--- config.mk ---
export PLATFORM = sky130hd
export DESIGN_NAME = pulse_count_backlight_level_top
export DESIGN_NICKNAME = d
export VERILOG_FILES = /design/src/hw/rtl/pcbl_pkg.sv /design/src/hw/rtl/pulse_count_backlight_level_top.sv
export SDC_FILE = /design/constraint.sdc
export NUM_CORES = 1
export LEC_CHECK = 0
export BUFFER_PORTS_ARGS = -buffer_cell sky130_fd_sc_hd__buf_4
export CAP_MARGIN = 20
export CORE_MARGIN = 5
export CORE_UTILIZATION = 40
export CTS_BUF_LIST = sky130_fd_sc_hd__clkbuf_2
export CTS_CLUSTER_SIZE = 20
export DETAILED_ROUTE_END_ITERATION = 7
export GPL_TIMING_DRIVEN = 0
export PLACE_DENSITY_LB_ADDON = 0.08
export SLEW_MARGIN = 20
export SYNTH_ARGS = -nofsm -noshare
export SYNTH_HDL_FRONTEND = slang
export SYNTH_SLANG_ARGS = --single-unit
--- constraint.sdc ---
create_clock -name clk -period 4.37 [get_ports clk]
set_input_delay 0.6555 -clock clk [delete_from_list [all_inputs] [get_ports clk]]
set_output_delay 0.6555 -clock clk [all_outputs]
set_load 0.05 [all_outputs]
--- src/hw/rtl/pcbl_pkg.sv ---
// Package for the pulse-count backlight level converter.
// Holds opcode, action and register codes, build constants and the threshold tables.
// No dependencies.
package pcbl_pkg;

	// Input opcodes. The fourth code is unused.
	localparam logic [1:0] OP_UPDATE  = 2'd0;
	localparam logic [1:0] OP_SUSPEND = 2'd1;
	localparam logic [1:0] OP_RESUME  = 2'd2;

	// Result actions.
	localparam logic [1:0] ACT_NONE  = 2'd0;
	localparam logic [1:0] ACT_OFF   = 2'd1;
	localparam logic [1:0] ACT_PULSE = 2'd2;

	// Register indexes on the APB port (byte address is four times the index).
	localparam logic [1:0] REG_MIN_BRIGHTNESS  = 2'd0;
	localparam logic [1:0] REG_DIMMING_LEVEL   = 2'd1;
	localparam logic [1:0] REG_FULL_BRIGHTNESS = 2'd2;

	localparam int CFG_ADDR_W = 4;
	localparam int CFG_DATA_W = 32;

	// Register reset values and state reset values.
	localparam logic [7:0] MIN_BRIGHTNESS_RST  = 8'd20;
	localparam logic [4:0] DIMMING_LEVEL_RST   = 5'd31;
	localparam logic [7:0] FULL_BRIGHTNESS_RST = 8'd255;
	localparam logic [4:0] CHIP_LEVEL_RST      = 5'd10;

	// Table size of this build and the chip's ring length.
	localparam int BUILT_ENTRIES = 26;
	localparam int TABLE_ENTRIES = 26;
	localparam int RING_STEPS    = 32;

	// Entries actually searched: clamped to the built table, at least one.
	localparam int USED_ENTRIES = (TABLE_ENTRIES > BUILT_ENTRIES) ? BUILT_ENTRIES :
		((TABLE_ENTRIES < 1) ? 1 : TABLE_ENTRIES);

	// Brightness thresholds and the chip levels that go with them.
	localparam logic [7:0] THR_TAB [BUILT_ENTRIES] = '{
		8'd20, 8'd30, 8'd41, 8'd52, 8'd63, 8'd74, 8'd85, 8'd96, 8'd107, 8'd118,
		8'd127, 8'd135, 8'd143, 8'd155, 8'd168, 8'd177, 8'd186, 8'd194, 8'd202,
		8'd210, 8'd218, 8'd226, 8'd234, 8'd241, 8'd248, 8'd255
	};
	localparam logic [4:0] LVL_TAB [BUILT_ENTRIES] = '{
		5'd31, 5'd31, 5'd30, 5'd29, 5'd28, 5'd27, 5'd26, 5'd25, 5'd24, 5'd23,
		5'd22, 5'd21, 5'd20, 5'd18, 5'd17, 5'd16, 5'd15, 5'd14, 5'd13,
		5'd12, 5'd11, 5'd10, 5'd9, 5'd5, 5'd4, 5'd3
	};

endpackage

--- src/hw/rtl/pulse_count_backlight_level_top.sv ---
// Top level of the pulse-count backlight level converter.
// Uses pcbl_pkg for codes, constants and the threshold tables.
//
// Usage:
// The input channel (in_valid/in_ready) carries one beat per request: an
// opcode (update, suspend, resume then update), a brightness and display_on.
// The output channel (out_valid/out_ready) returns exactly one beat per
// request: the action, whether the enable rises first, the pulse count, the
// new chip level and the enable pin state.
// A beat is captured in an input register, the level is worked out by one
// parallel compare over the constant threshold table and one ring
// subtraction, and the result lands in the output register. One beat per
// cycle is sustained while the receiver takes every result; the output
// register is the only place a result waits. When the receiver stalls, the
// held result blocks the input register, which still takes one more beat;
// after that in_ready drops until out_ready. Reset leaves both channels
// empty, the chip level at 10, the block resumed and the registers at
// min_brightness 20, dimming_level 31, full_brightness 255. The user must
// write registers over APB only while idle; the block does not enforce it.
module pulse_count_backlight_level_top (
	input  logic                                clk,
	input  logic                                arst_n,
	// APB configuration port
	input  logic                                psel,
	input  logic                                penable,
	input  logic                                pwrite,
	input  logic [pcbl_pkg::CFG_ADDR_W-1:0]     paddr,
	input  logic [pcbl_pkg::CFG_DATA_W-1:0]     pwdata,
	output logic [pcbl_pkg::CFG_DATA_W-1:0]     prdata,
	output logic                                pready,
	// Request channel
	input  logic                                in_valid,
	output logic                                in_ready,
	input  logic [1:0]                          opcode,
	input  logic [7:0]                          brightness,
	input  logic                                display_on,
	// Result channel
	output logic                                out_valid,
	input  logic                                out_ready,
	output logic [1:0]                          action,
	output logic                                enable_first,
	output logic [4:0]                          pulse_count,
	output logic [4:0]                          new_level,
	output logic                                pin_level
);
	import pcbl_pkg::*;

	// Configuration registers
	logic [7:0] min_brightness_q;
	logic [4:0] dimming_level_q;
	logic [7:0] full_brightness_q;

	// Block state
	logic [4:0] chip_level_q;
	logic       resumed_q;

	// Input stage
	logic       valid_s1;
	logic [1:0] opcode_s1;
	logic [7:0] brightness_s1;
	logic       display_on_s1;

	// Output register
	logic       out_valid_q;
	logic [1:0] action_q;
	logic       enable_first_q;
	logic [4:0] pulse_count_q;
	logic [4:0] new_level_q;
	logic       pin_level_q;

	// Next-state logic
	logic       advance;
	logic       cfg_write;
	logic [1:0] cfg_index;
	logic [4:0] target;
	logic       resumed_eff;
	logic [7:0] ring_sum;
	logic [7:0] ring_diff;
	logic [1:0] action_d;
	logic       enable_first_d;
	logic [4:0] pulse_count_d;
	logic [4:0] level_d;
	logic       resumed_d;

	// Handshakes: the input stage moves on whenever the output register is free.
	assign advance  = valid_s1 && (!out_valid_q || out_ready);
	assign in_ready = !valid_s1 || advance;

	assign cfg_write = psel && penable && pwrite;
	assign cfg_index = paddr[3:2];
	assign pready    = 1'b1;

	// Register read-back.
	always_comb begin
		prdata = '0;
		unique case (cfg_index)
			REG_MIN_BRIGHTNESS:  prdata = {{(CFG_DATA_W-8){1'b0}}, min_brightness_q};
			REG_DIMMING_LEVEL:   prdata = {{(CFG_DATA_W-5){1'b0}}, dimming_level_q};
			REG_FULL_BRIGHTNESS: prdata = {{(CFG_DATA_W-8){1'b0}}, full_brightness_q};
			default:             prdata = '0;
		endcase
	end

	// Register writes.
	always_ff @(posedge clk or negedge arst_n) begin
		if (!arst_n) begin
			min_brightness_q  <= MIN_BRIGHTNESS_RST;
			dimming_level_q   <= DIMMING_LEVEL_RST;
			full_brightness_q <= FULL_BRIGHTNESS_RST;
		end else if (cfg_write) begin
			unique case (cfg_index)
				REG_MIN_BRIGHTNESS:  min_brightness_q  <= pwdata[7:0];
				REG_DIMMING_LEVEL:   dimming_level_q   <= pwdata[4:0];
				REG_FULL_BRIGHTNESS: full_brightness_q <= pwdata[7:0];
				default: ;
			endcase
		end
	end

	// Target: blanking, low and full brightness first, then the table search.
	// The search runs from the top entry down so the lowest match wins.
	always_comb begin
		target = '0;
		if (!display_on_s1 || brightness_s1 == 8'd0) begin
			target = '0;
		end else if (brightness_s1 < min_brightness_q) begin
			target = dimming_level_q;
		end else if (brightness_s1 == full_brightness_q) begin
			target = LVL_TAB[USED_ENTRIES-1];
		end else begin
			for (int i = USED_ENTRIES - 1; i >= 0; i--) begin
				if (brightness_s1 <= THR_TAB[i]) begin
					target = LVL_TAB[i];
				end
			end
		end
	end

	// Forward steps around the chip's ring from the present level to the target.
	assign ring_sum  = {3'b000, target} + 8'(RING_STEPS)
		- 8'({3'b000, chip_level_q} % RING_STEPS);
	assign ring_diff = 8'(ring_sum % RING_STEPS);

	// Result and next state for the beat in the input stage.
	always_comb begin
		action_d       = ACT_NONE;
		enable_first_d = 1'b0;
		pulse_count_d  = '0;
		level_d        = chip_level_q;
		resumed_d      = resumed_q;
		resumed_eff    = (opcode_s1 == OP_RESUME) ? 1'b1 : resumed_q;
		unique case (opcode_s1)
			OP_SUSPEND: begin
				resumed_d = 1'b0;
				level_d   = '0;
				action_d  = ACT_OFF;
			end
			OP_UPDATE, OP_RESUME: begin
				resumed_d = resumed_eff;
				if (!resumed_eff || target == chip_level_q) begin
					action_d = ACT_NONE;
				end else if (target == 5'd0) begin
					level_d  = '0;
					action_d = ACT_OFF;
				end else if (ring_diff != 8'd0) begin
					level_d        = target;
					action_d       = ACT_PULSE;
					enable_first_d = (chip_level_q == 5'd0);
					pulse_count_d  = (ring_diff > 8'd31) ? 5'd31 : ring_diff[4:0];
				end
			end
			default: begin
				action_d = ACT_NONE;
			end
		endcase
	end

	// Input stage capture.
	always_ff @(posedge clk or negedge arst_n) begin
		if (!arst_n) begin
			valid_s1 <= 1'b0;
		end else if (in_ready) begin
			valid_s1 <= in_valid;
		end
	end

	always_ff @(posedge clk) begin
		if (in_ready && in_valid) begin
			opcode_s1     <= opcode;
			brightness_s1 <= brightness;
			display_on_s1 <= display_on;
		end
	end

	// Block state and output valid.
	always_ff @(posedge clk or negedge arst_n) begin
		if (!arst_n) begin
			chip_level_q <= CHIP_LEVEL_RST;
			resumed_q    <= 1'b1;
			out_valid_q  <= 1'b0;
		end else begin
			if (advance) begin
				chip_level_q <= level_d;
				resumed_q    <= resumed_d;
				out_valid_q  <= 1'b1;
			end else if (out_ready) begin
				out_valid_q  <= 1'b0;
			end
		end
	end

	// Result payload.
	always_ff @(posedge clk) begin
		if (advance) begin
			action_q       <= action_d;
			enable_first_q <= enable_first_d;
			pulse_count_q  <= pulse_count_d;
			new_level_q    <= level_d;
			pin_level_q    <= (level_d != 5'd0);
		end
	end

	assign out_valid    = out_valid_q;
	assign action       = action_q;
	assign enable_first = enable_first_q;
	assign pulse_count  = pulse_count_q;
	assign new_level    = new_level_q;
	assign pin_level    = pin_level_q;

endmodule

* Word level (Yosys, flattened, before mapping)
Index checks and enable logic that the tools add are counted.
Cells by class: bitwise operators 2, reductions and logical operators 27, multiplexer cells 43, add/subtract/negate cells 2, equality and inequality tests 6, order comparisons 28
Operators with widths (number):
- $mux 5 | 32
- $le 8x8->1 const B | 15
- $le 8x7->1 const B | 6
- $le 8x6->1 const B | 3
- $pmux 8 s3 | 1
- $le 8x5->1 const B | 2
- $logic_not 5->1 | 2
- $pmux 5 s2 | 1
- $eq 8x8->1 | 1
- $logic_not 8->1 | 1
- $lt 8x8->1 | 1
- $mux 2 | 4
- $reduce_and 2->1 | 4
- $reduce_bool 8->1 | 1
- $add 5x1->5 const B | 1
- $eq 5x5->1 | 1
- $gt 5x5->1 const B | 1
- $reduce_bool 5->1 | 1
- $sub 5x5->5 | 1
- $eq 2x1->1 const B | 2
- $eq 2x2->1 const B | 2
- $logic_and 1x1->1 | 4
- $logic_not 1->1 | 4
- $logic_not 2->1 | 2
- 8 further kinds | 15
Word-level totals: register bits 54, logic and storage cells 123

* Depth between registers and ports, before layout
Gate-level depths: netlist of the first run.
depth in word-level cells 38, gate-level depth with buffers 19, mapped depth without buffers 18

* Worst setup path before layout of the first run
No wires, ideal clock.
path kind register to register, start register brightness_s1[0], end register enable_first_q (netlist: enable_first), data pin, cell stages (with the launch flop) 19, setup slack 0.368 ns, buffers on the path 2, data required time 4.213 ns, clock period less this slack 4.002 ns, arrival 3.845 ns, cells stage by stage edfxtp_1 -> buf_4 -> or3_1 -> nand2_1 -> o21ai_0 -> a31o_2 -> o311a_1 -> a211oi_1 -> inv_1 -> ha_1 -> fa_1 -> inv_1 -> a21o_1 -> a21oi_1 -> xnor3_1 -> a221oi_2 -> buf_2 -> nand2_1 -> nor3_1
On the way: longest elaborated chain between the ends 35, elaborated cells on any way between the ends 67, classes of those cells add/sub (2); order compare (27); eq/ne (2); mux (29); bitwise (1); reduce/logical (6)
Ends and longest elaborated chain:
- start: declaration | RTL line pulse_count_backlight_level_top.sv:60 | logic [7:0] brightness_s1;
- start signal: assignment | RTL line pulse_count_backlight_level_top.sv:190 | brightness_s1 <= brightness;
- $le 8x8->1 | RTL line pulse_count_backlight_level_top.sv:132 | if (brightness_s1 <= THR_TAB[i]) begin
- $mux 2 | RTL line pulse_count_backlight_level_top.sv:132
- $mux 5 (25 in series) | RTL line pulse_count_backlight_level_top.sv:132
- $mux 5 | RTL line pulse_count_backlight_level_top.sv:128 | end else if (brightness_s1 == full_brightness_q) begin
- $mux 5 | RTL line pulse_count_backlight_level_top.sv:126 | end else if (brightness_s1 < min_brightness_q) begin
- $mux 5 (*) | RTL line pulse_count_backlight_level_top.sv:124 | if (!display_on_s1 || brightness_s1 == 8'd0) begin
- $add 5x1->5 | RTL line pulse_count_backlight_level_top.sv:140 | assign ring_sum = {3'b000, target} + 8'(RING_STEPS)
- $sub 5x5->5 | RTL line pulse_count_backlight_level_top.sv:141 | - 8'({3'b000, chip_level_q} % RING_STEPS);
- $reduce_bool 8->1 | RTL line pulse_count_backlight_level_top.sv:165 | end else if (ring_diff != 8'd0) begin
- $not 1->1 (no line)
- $reduce_or 4->1 (no line) (*)
- end signal: assignment | RTL line pulse_count_backlight_level_top.sv:216 | enable_first_q <= enable_first_d;
- end: declaration | RTL line pulse_count_backlight_level_top.sv:66 | logic enable_first_q;
Every way passes the cells marked *; elsewhere a longest branch is shown, timed or not. A chain may end at the register's enable or synchronous reset.

* Worst setup path after layout of the first run
start register min_brightness_q[4], end register new_level_q[4] (netlist: new_level[4]), data pin
On the way: longest elaborated chain between the ends 10, elaborated cells on any way between the ends 13, classes of those cells add/sub (2); order compare (1); eq/ne (1); mux (6); reduce/logical (3)
Ends and longest elaborated chain:
- start: declaration | RTL line pulse_count_backlight_level_top.sv:49 | logic [7:0] min_brightness_q;
- start signal: assignment | RTL line pulse_count_backlight_level_top.sv:112 | REG_MIN_BRIGHTNESS: min_brightness_q <= pwdata[7:0];
- $lt 8x8->1 (*) | RTL line pulse_count_backlight_level_top.sv:126
- $mux 5 (*) | RTL line pulse_count_backlight_level_top.sv:126
- $mux 5 (*) | RTL line pulse_count_backlight_level_top.sv:124
- $add 5x1->5 | RTL line pulse_count_backlight_level_top.sv:140
- $sub 5x5->5 | RTL line pulse_count_backlight_level_top.sv:141
- $reduce_bool 8->1 | RTL line pulse_count_backlight_level_top.sv:165
- $mux 5 | RTL line pulse_count_backlight_level_top.sv:165
- $mux 5 | RTL line pulse_count_backlight_level_top.sv:162 | end else if (target == 5'd0) begin
- $mux 5 (*) | RTL line pulse_count_backlight_level_top.sv:160 | if (!resumed_eff || target == chip_level_q) begin
- $pmux 5 s2 (*) | RTL line pulse_count_backlight_level_top.sv:152 | unique case (opcode_s1)
- named net level_d[4] | RTL line pulse_count_backlight_level_top.sv:82 | logic [4:0] level_d;
- end signal: assignment | RTL line pulse_count_backlight_level_top.sv:218 | new_level_q <= level_d;
- end: declaration | RTL line pulse_count_backlight_level_top.sv:68 | logic [4:0] new_level_q;
The timed path passes the listed nets; every way through them passes the cells marked *.

==> results_dict.tcl, run 1 <==
set metrics [dict create \
    status "completed" \
    clkPwrFrac_pct 13.0 \
    tightest_slew_ps 798 \
    syn_area_per_cell_um2 9.53 \
    peakVddDrop_mv 0.153 \
    setup_viol 0 \
    grt_pass1_wl_mm 14.2 \
    netlist_instances 378 \
    start_util_pct 41.1 \
    hold_buffers 0 \
    worst-path-stages 20 \
    maxCapViolCount 0 \
    track_usage_pct 15.7 \
    placed_cell_area_um2 4210 \
    clock-root-buffer "clkbuf_2" \
    crit_type "flop to flop" \
    cts.path.max_buffers 2 \
    yosysWarnings 0 \
    place_ws_ps -192 \
    die_h_um 105 \
    slowest_stage "dfstp_2" \
    cts_tree "yes" \
    layout.nets 532 \
    cp_common_cell "inv_1" \
    netlist_area_um2 3600 \
    synth-xor-area-share_pct 3.30 \
    antenna_found_initial 0 \
    setup_slack_ps 188 \
    grt_overflow 0 \
    yosysSeqAreaShare_pct 41.6 \
    synthAdderAreaFrac_pct 4.38 \
    clk_latency_ps 450 \
    rr_worst_depth 20 \
    drc_errors 0 \
    grt_use_met3_pct 2.96 \
    timing.final.crit_share_pct 95.7 \
    top_usage_layer "met2" \
    coreArea_um2 8760 \
    p_sw_share_pct 41.7 \
    worst_ep_required_time_ps 4660 \
    first_pass_iters 4 \
    numCtsBuffers 5 \
    drive_above_1_share_pct 32.8 \
    synth_top_family_by_area "compound AO/OA/AOI/OAI gates" \
    cp.arrival_ps 4470 \
    drtAntennaViolNets 0 \
    gp_congestion 0.946 \
    clock_skew_ps 21.7 \
    ys_types 64 \
    p_sw_mw 0.840 \
    critPathBufInv 5 \
    critPathLaunchType "flop" \
    rr_endpoint "new_level[4]" \
    met2_usage_pct 26.1 \
    n_antenna_cell 0 \
    synth-simple-area-share_pct 15.3 \
    worstPathMaxFanout 6 \
    cts.clk_slew.worst_paths_ps 290 \
    rows 34 \
    grt_pass1_vias 2855 \
    slowest_delay_ps 600 \
    synthMuxAreaShare_pct 6.60 \
    dieArea_um2 11000 \
    drtIter0Drc 78 \
    synth_edf_count 25 \
    dp.cells 560 \
    synth_compound_area_share_pct 18.4 \
    wl_mm 8.71 \
    async_reset_ff_share_pct 53.7 \
    setup.worst_path.end "new_level[4]" \
    syn2layout_area_growth_pct 21.7 \
    cp_top_family "compound AO/OA/AOI/OAI gates" \
    vias 2971 \
    cp_cell_sequence "inv_1 > ha_1 > a21oi_1 > o21ai_0 > a41oi_2 > nor4_4 > o311a_1 > a211oi_4 > inv_1 > ha_1 > fa_2 > inv_1 > a21o_1 > a21oi_1 > xnor3_1 > a221oi_2 > buf_4 > buf_4 > nand2_1 > o21ai_0" \
    fin_area_um2 4390 \
    end_kind "flop" \
    fmax_mhz 239 \
    period_minus_slack_ps 4180 \
    seqPwrFrac_pct 37.6 \
    worstSetupStartpoint "min_brightness_q[4]" \
    fill_cells 853 \
    wl_per_cell_um 15.2 \
    hold_violations 0 \
    power_mw 2.01 \
    cts.sinks 54 \
    met1_usage_pct 21.6 \
    io_pins 103 \
    r2r_start "min_brightness_q[4]" \
    tns_ps 0 \
    ys_ff_latch 54 \
    slew_violations 0 \
    grt_start_max_net_pins 30 \
    port_buffers 51 \
    p_leak_nw 1.89 \
    dp_hpwl_mm 6.80 \
    layout.cells.non_filler 575 \
    synth_flop_cell "edfxtp_1" \
    r2r_slack_ps 190 \
    vias_per_cell 5.17 \
    hold_class "input pin to asynchronous set/reset pin" \
    cellInternalPower_mw 1.17 \
    cts_max_level 2 \
    die_x_um 105 \
    powerDensity_nw_per_um2 459 \
    slew_headroom_pct 46.4 \
    p_comb_share_pct 49.5 \
]
cells by family after synthesis:
group | count (synthesis)
buffers and inverters | 68
DFF | 54
adders and majority gates | 12
xor gates and xnor gates | 12
other | 2
AOI/OAI and AO/OA | 100
and+or+nand+nor | 108
muxes | 22
worst reg2reg max path: cells and delay by family, from the launching register on:
family,cells,cell delay [ps]
XOR/XNOR,1,220
AND/OR/NAND/NOR,2,140
adder cells (fa/ha/maj),3,920
flip-flops,1,600
AO/OA/AOI/OAI,9,1610
buffers and inverters,5,530
how the worst min path moves through the flow:
stage / to / slack (ps) / cells past startpoint / from
after floorplan: chip_level_q[0] / 360 / 0 / arst_n
after global placement: out_valid / 470 / 1 / valid_s1
after detailed placement: out_valid / 480 / 1 / valid_s1
after CTS: min_brightness_q[3] / 40 / 1 / arst_n
after global routing: min_brightness_q[3] / 30 / 1 / arst_n
final: min_brightness_q[3] / 60 / 1 / arst_n
cells in the mapped netlist (all sizes together), types with 5 or more instances:
cell,number,share of area (%)
buf,38,7.1
nand2,37,3.9
o21ai,37,5.1
edfxtp,25,21
inv,25,2.6
nor2,24,2.5
a21oi,18,2.5
dfstp,18,13
mux2,14,4.4
dfrtp,11,7.6
ha,11,3.8
xnor2,9,2.2
mux2i,8,2.2
nand2b,7,1.2
nor3,7,1.1
a211oi,6,1.3
a32o,5,1.4
nand4,5,0.87
power by group through the flow:
stage          Sequential, mW  Combinational (mW)  Clock (mW)
2_1_floorplan           0.842               0.630           0
3_3_place_gp            0.765               0.929           0
3_5_place_dp            0.767               0.943           0
4_1_cts                 0.757               0.959       0.275
5_1_grt                 0.771                1.09       0.290
6_report                0.756               0.996       0.261
layout by cell type, fill, tap and decap left out, types with 3 or more instances in the layout:
master and n:
nor4_1 3, mux2_2 14, nand2_1 37, nor2_1 24
edfxtp_1 25, buf_2 8, ha_1 11, mux2i_1 8
dfrtp_1 11, a211oi_1 4, inv_1 25, nor3_1 5
a21o_1 4, conb_1 25, nand2b_1 7, o21ai_0 33
o31ai_1 4, buf_4 86, o21ai_1 4, clkbuf_1 4
xnor2_1 9, nand3_1 3, dfstp_2 18, a32o_1 5
a21oi_1 17, clkbuf_2 5, nand4_1 5, o21a_1 4
metrics by stage:
step,utilization (%),hold slack [ps]
final,50.0,60.2
after global routing,50.0,28.8
after CTS,49.1,42.4
after detailed placement,48.1,480
after global placement,48.0,473
after floorplan,-,360
cell type report:
cell class                      count  area (um^2)  area share, %
Buffer                             42          277           6.31
Sequential cell                    54         1500           34.2
Clock buffer                        5         25.0          0.571
Clock inverter                      3         43.8          0.999
Multi-Input combinational cell    279         1870           42.7
Inverter                           26         97.6           2.23
Tap cell                          108          135           3.08
Timing Repair Buffer               58          435           9.93
registers in the layout, indices dropped and copies added (netlist names), 2 cells and up:
name and cells:
action 2, brightness_s1 8, chip_level_q 5, dimming_level_q 5, full_brightness_q 8, min_brightness_q 8
new_level 5, opcode_s1 2, pulse_count 5
repair_timing:
item | CTS | global route
pin swaps | 2 | 3
buffers inserted | 0 | 7
setup endpoints to repair | 13 | 13
resized for setup | 4 | 8
layer usage:
layer | vias up | routed length (um)
li1 | 1487 | -
met1 | 1400 | 4050
met2 | 78 | 4130
met3 | 6 | 478
met4 | 0 | 63
met5 | - | 0
(Power assumes the default switching activity.)
==> run 2: changes to the inputs <==
MAX_ROUTING_LAYER = met4   (was not set)
==> run 2 against run 1 <==
Against the previous run:
- routed wire length is 1.6% higher
- count of clock-buffer cells in the layout stayed put
- non-clock buffer count is 4 higher
- setup slack better by 59 ps
- register-to-register slack better by 60 ps
- global-route usage is 0.64 points higher
- sequential power hardly changed
- critical path type unchanged
- largest power group unchanged
- highest routed layer unchanged
==> results_dict.tcl, run 2 (synthesized netlist as in run 1, its figures left out) <==
set metrics [dict create \
    status "completed" \
    critPathBufInv 4 \
    crit_type "flop to flop" \
    hold_violations 0 \
    cp.arrival_ps 4440 \
    fmax_mhz 243 \
    tns_ps 0 \
    dp.cells 560 \
    slew_headroom_pct 47.6 \
    cts.clk_slew.worst_paths_ps 280 \
    cts_tree "yes" \
    rows 34 \
    clock_skew_ps 13.6 \
    worst_ep_required_time_ps 4690 \
    fin_area_um2 4410 \
    layout_common_cells "buf_4, nand2_1, o21ai_0" \
    vias 3041 \
    grt_pass1_vias 2950 \
    coreArea_um2 8760 \
    drtIter0Drc 100 \
    p_leak_nw 1.91 \
    port_buffers 51 \
    io_pins 103 \
    layout.cells.non_filler 579 \
    hold_class "input pin to asynchronous set/reset pin" \
    grt_pass1_wl_mm 14.5 \
    drtAntennaViolNets 0 \
    hold_buffers 0 \
    multiInputGateArea_um2 1870 \
    seqCellArea_um2 1500 \
    numCtsBuffers 5 \
    setup_slack_ps 247 \
    maxCapViolCount 0 \
    clock-root-buffer "clkbuf_2" \
    power_mw 2.04 \
    cp_top_family "compound AO/OA/AOI/OAI gates" \
    die_h_um 105 \
    track_usage_pct 16.3 \
    cts_max_level 2 \
    syn2layout_area_growth_pct 22.5 \
    peakVddDrop_mv 0.170 \
    layout.nets 536 \
    slowest_stage "or3_4" \
    place_ws_ps -284 \
    top_regs "brightness_s1: 8 flops, full_brightness_q: 8 flops, min_brightness_q: 8 flops" \
    period_minus_slack_ps 4120 \
    powerDensity_nw_per_um2 461 \
    antenna_found_initial 0 \
    setup_viol 0 \
    worstPathMaxFanout 9 \
    grt_overflow 0 \
    tightest_slew_ps 780 \
    dp_hpwl_mm 6.87 \
    wl_mm 8.85 \
    cts.sinks 54 \
    fill_cells 836 \
    start_util_pct 41.1 \
    placed_cell_area_um2 4210 \
    drive_above_1_share_pct 33.5 \
    end_kind "flop" \
    drc_errors 0 \
    timing.final.crit_share_pct 94.3 \
    vias_per_cell 5.25 \
    critPathLaunchType "flop" \
    clk_latency_ps 450 \
    slowest_delay_ps 430 \
    final_common_cell "buf_4" \
    first_pass_iters 4 \
    cp_cell_sequence "buf_4 > or3_4 > nand2_1 > o21ai_0 > a31o_2 > o311a_1 > a211oi_4 > inv_1 > ha_1 > fa_2 > inv_1 > a21o_1 > a21oi_1 > xnor3_1 > a221oi_2 > buf_4 > nand2_1 > nor3_2" \
    n_antenna_cell 0 \
    die_x_um 105 \
    slew_violations 0 \
    cts.path.max_buffers 2 \
    dieArea_um2 11000 \
    gp_congestion 0.960 \
    wl_per_cell_um 15.3 \
    grt_start_max_net_pins 30 \
]
run 2: cell count changes in the layout (fill, tap and decap cells not counted), sizes merged:
cell    delta
buf        +5
clkbuf     -1
run 2: worst paths after layout:
path	start	end	slack, ps	cells after the start
worst max-delay path	brightness_s1[0]	enable_first	250	18
worst min-delay path	arst_n	min_brightness_q[7]	70	1
worst max register to register	brightness_s1[0]	enable_first	250	18
worst min register to register	valid_s1	out_valid	530	1
max in group asynchronous	arst_n	min_brightness_q[4]	3970	1
min in group clk	brightness[0]	brightness_s1[0]	360	1
run 2: metrics by stage:
step	utilization [%]	hold slack, ps
after floorplan	-	360
after global placement	48.0	473
after detailed placement	48.1	472
after CTS	49.2	39.0
after global routing	50.4	33.7
final	50.4	68.4
run 2: worst register-to-register path, cell delays in order, from the launching register on:
cell	delay (ps)
edfxtp_1	420
buf_4	180
or3_4	440
nand2_1	100
o21ai_0	70
a31o_2	260
o311a_1	390
a211oi_4	250
inv_1	90
ha_1	220
fa_2	360
inv_1	60
a21o_1	100
a21oi_1	60
xnor3_1	230
a221oi_2	310
buf_4	190
nand2_1	110
nor3_2	160
run 2: per-layer routing:
layer  routed length (um)  GRT usage (%)
met2                 4280           26.9
met4                   72           2.74
met1                 4080           21.5
met3                  418           2.77
met5                    0              -
run 2: timing repair:
action,in CTS,in global routing
pin swaps,0,4
setup buffers,0,11
setup endpoints to repair,13,13
resized for setup,6,7
run 2: area by class of cell:
class	count	area share (%)
flip-flops and latches	54	34.0
well taps	108	3.06
repair buffers	62	10.5
inverters	26	2.21
multi-input cells	279	42.4
clock buffers	5	0.567
clock inverters	3	0.992
plain buffers	42	6.21
run 2: report_power, final:
| group | leakage (nW) | switching (mW) | internal [mW] |
|---|---|---|---|
| sequential | 0.568 | 0.0754 | 0.679 |
| combinational | 1.30 | 0.608 | 0.409 |
| clock | 0.0433 | 0.166 | 0.0981 |
==> run 3: changes to the inputs <==
CORE_UTILIZATION = 30   (was 40)
==> run 3 against run 2 <==
Against the previous run:
- global-route usage fell by 3.3 points
- final area rose by 0.62%
- critical path depth fell by 1
- setup slack got worse by 8.3 ps
- routed wire length rose by 2.8%
- die area rose by 30%
- sequential share of layout area fell by 0.21 points
- largest cell class unchanged
- first-iteration DRC count rose by 59%
- utilization fell by 13 points
- combinational power barely moved
- fmax fell by 0.20%
==> results_dict.tcl, run 3 (synthesized netlist as in run 1, its figures left out) <==
set metrics [dict create \
    final_common_cell "buf_4" \
    port_buffers 51 \
    slew_headroom_pct 48.9 \
    slowest_stage "edfxtp_1" \
    fill_cells 1212 \
    cts_tree "yes" \
    cts.clk_slew.worst_paths_ps 270 \
    clock_skew_ps 20.3 \
    drtIter0Drc 159 \
    critPathLaunchType "flop" \
    timing.final.crit_share_pct 94.5 \
    track_usage_pct 13.1 \
    dp_hpwl_mm 7.06 \
    status "completed" \
    tightest_slew_ps 763 \
    place_ws_ps -295 \
    worstPathMaxFanout 10 \
    n_antenna_cell 0 \
    clock-root-buffer "clkbuf_2" \
    grt_pass1_wl_mm 14.7 \
    worst_ep_required_time_ps 4730 \
    cp_cell_sequence "buf_4 > nand3_1 > a21oi_1 > o311ai_0 > a31o_2 > o311a_1 > a211oi_4 > inv_1 > ha_1 > fa_2 > inv_1 > a21o_1 > a21oi_1 > xnor3_2 > and3_1 > a211o_1 > a32o_1" \
    first_pass_iters 4 \
    slowest_delay_ps 500 \
    rsz0062_at_grt "no" \
    setup_viol 0 \
    drc_errors 0 \
    powerDensity_nw_per_um2 457 \
    top_regs "brightness_s1: 8 flops, full_brightness_q: 8 flops, min_brightness_q: 8 flops" \
    hold_class "input pin to asynchronous set/reset pin" \
    layout.nets 533 \
    dieArea_um2 14300 \
    fmax_mhz 242 \
    r2r_start "brightness_s1[4]" \
    slew_violations 0 \
    clk_latency_ps 450 \
    peakVddDrop_mv 0.153 \
    rr_worst_depth 17 \
    vias_per_cell 4.82 \
    wl_per_cell_um 14.8 \
    cp.arrival_ps 4500 \
    coreArea_um2 11900 \
    drtAntennaViolNets 0 \
    end_kind "flop" \
    die_x_um 120 \
    cts.path.max_buffers 2 \
    grt_pass1_vias 2890 \
    cts_max_level 2 \
    cts.sinks 54 \
    maxCapViolCount 0 \
    grt_start_max_net_pins 30 \
    p_leak_nw 1.89 \
    crit_type "flop to flop" \
    start_util_pct 30.2 \
    cp_top_family "compound AO/OA/AOI/OAI gates" \
    gp_congestion 0.828 \
    critPathBufInv 3 \
    syn2layout_area_growth_pct 23.3 \
    tns_ps 0 \
    drive_above_1_share_pct 33.3 \
    r2r_slack_ps 240 \
    rr_endpoint "chip_level_q[4]" \
    hold_slack_ps 68.6 \
    numCtsBuffers 5 \
    wl_mm 9.10 \
    antenna_found_initial 0 \
    fin_util_pct 37.3 \
    hold_buffers 0 \
    io_pins 103 \
    period_minus_slack_ps 4130 \
    grt_overflow 0 \
    rows 40 \
    die_h_um 120 \
    vias 2966 \
    hold_violations 0 \
    layout_common_cells "buf_4, nand2_1, o21ai_0" \
    setup_slack_ps 239 \
]
run 3: cell type report:
cell class                      count  area (um^2)  share of cell area, %
Multi-Input combinational cell    279         1880                   42.3
Sequential cell                    54         1500                   33.8
Timing Repair Buffer               59          443                   9.97
Buffer                             42          277                   6.23
Tap cell                          147          184                   4.14
Inverter                           26         97.6                   2.20
Clock inverter                      2         33.8                  0.761
Clock buffer                        6         30.0                  0.676
run 3: worst max path at each step:
| stage | startpoint | to | cells past startpoint | slack (ps) |
|---|---|---|---|---|
| detailed placement | brightness_s1[6] | new_level[3] | 17 | -290 |
| CTS | brightness_s1[0] | enable_first | 18 | 10 |
| global placement | brightness_s1[6] | new_level[4] | 17 | -330 |
| finish | brightness_s1[4] | chip_level_q[4] | 17 | 240 |
| floorplan | brightness_s1[0] | enable_first | 18 | 370 |
| global route | min_brightness_q[4] | enable_first | 19 | 5 |
run 3: through the flow:
stage               power [mW]  area (um^2)  cells
floorplan                 1.47         3690    401
global placement          1.71         4260    599
detailed placement        1.71         4260    599
CTS                       2.00         4360    607
global route              2.18         4440    615
finish                    2.03         4440    615
run 3: repair_timing:
action,4_1_cts,5_1_grt
resized for setup,6,9
pin swaps,0,3
setup buffers,0,8
setup endpoints to repair,13,13
run 3: layer usage:
metal  wire length (um)  GRT usage, %
met1               3930          15.7
met2               4660          22.7
met3                447          2.92
met4                 59          2.58
met5                  0             -
run 3: power breakdown:
group	total [mW]	switching, mW	internal (mW)
Sequential	0.757	0.0772	0.680
Clock	0.256	0.158	0.0979
Combinational	1.02	0.607	0.409
Total	2.03	0.842	1.19
run 3: worst reg2reg max path: stages, from the launching register on:
cell and delay, ps:
edfxtp_1 500, buf_4 220, nand3_1 90, a21oi_1 220
o311ai_0 190, a31o_2 260, o311a_1 390, a211oi_4 230
inv_1 70, ha_1 210, fa_2 350, inv_1 70
a21o_1 110, a21oi_1 60, xnor3_2 260, and3_1 230
a211o_1 370, a32o_1 220
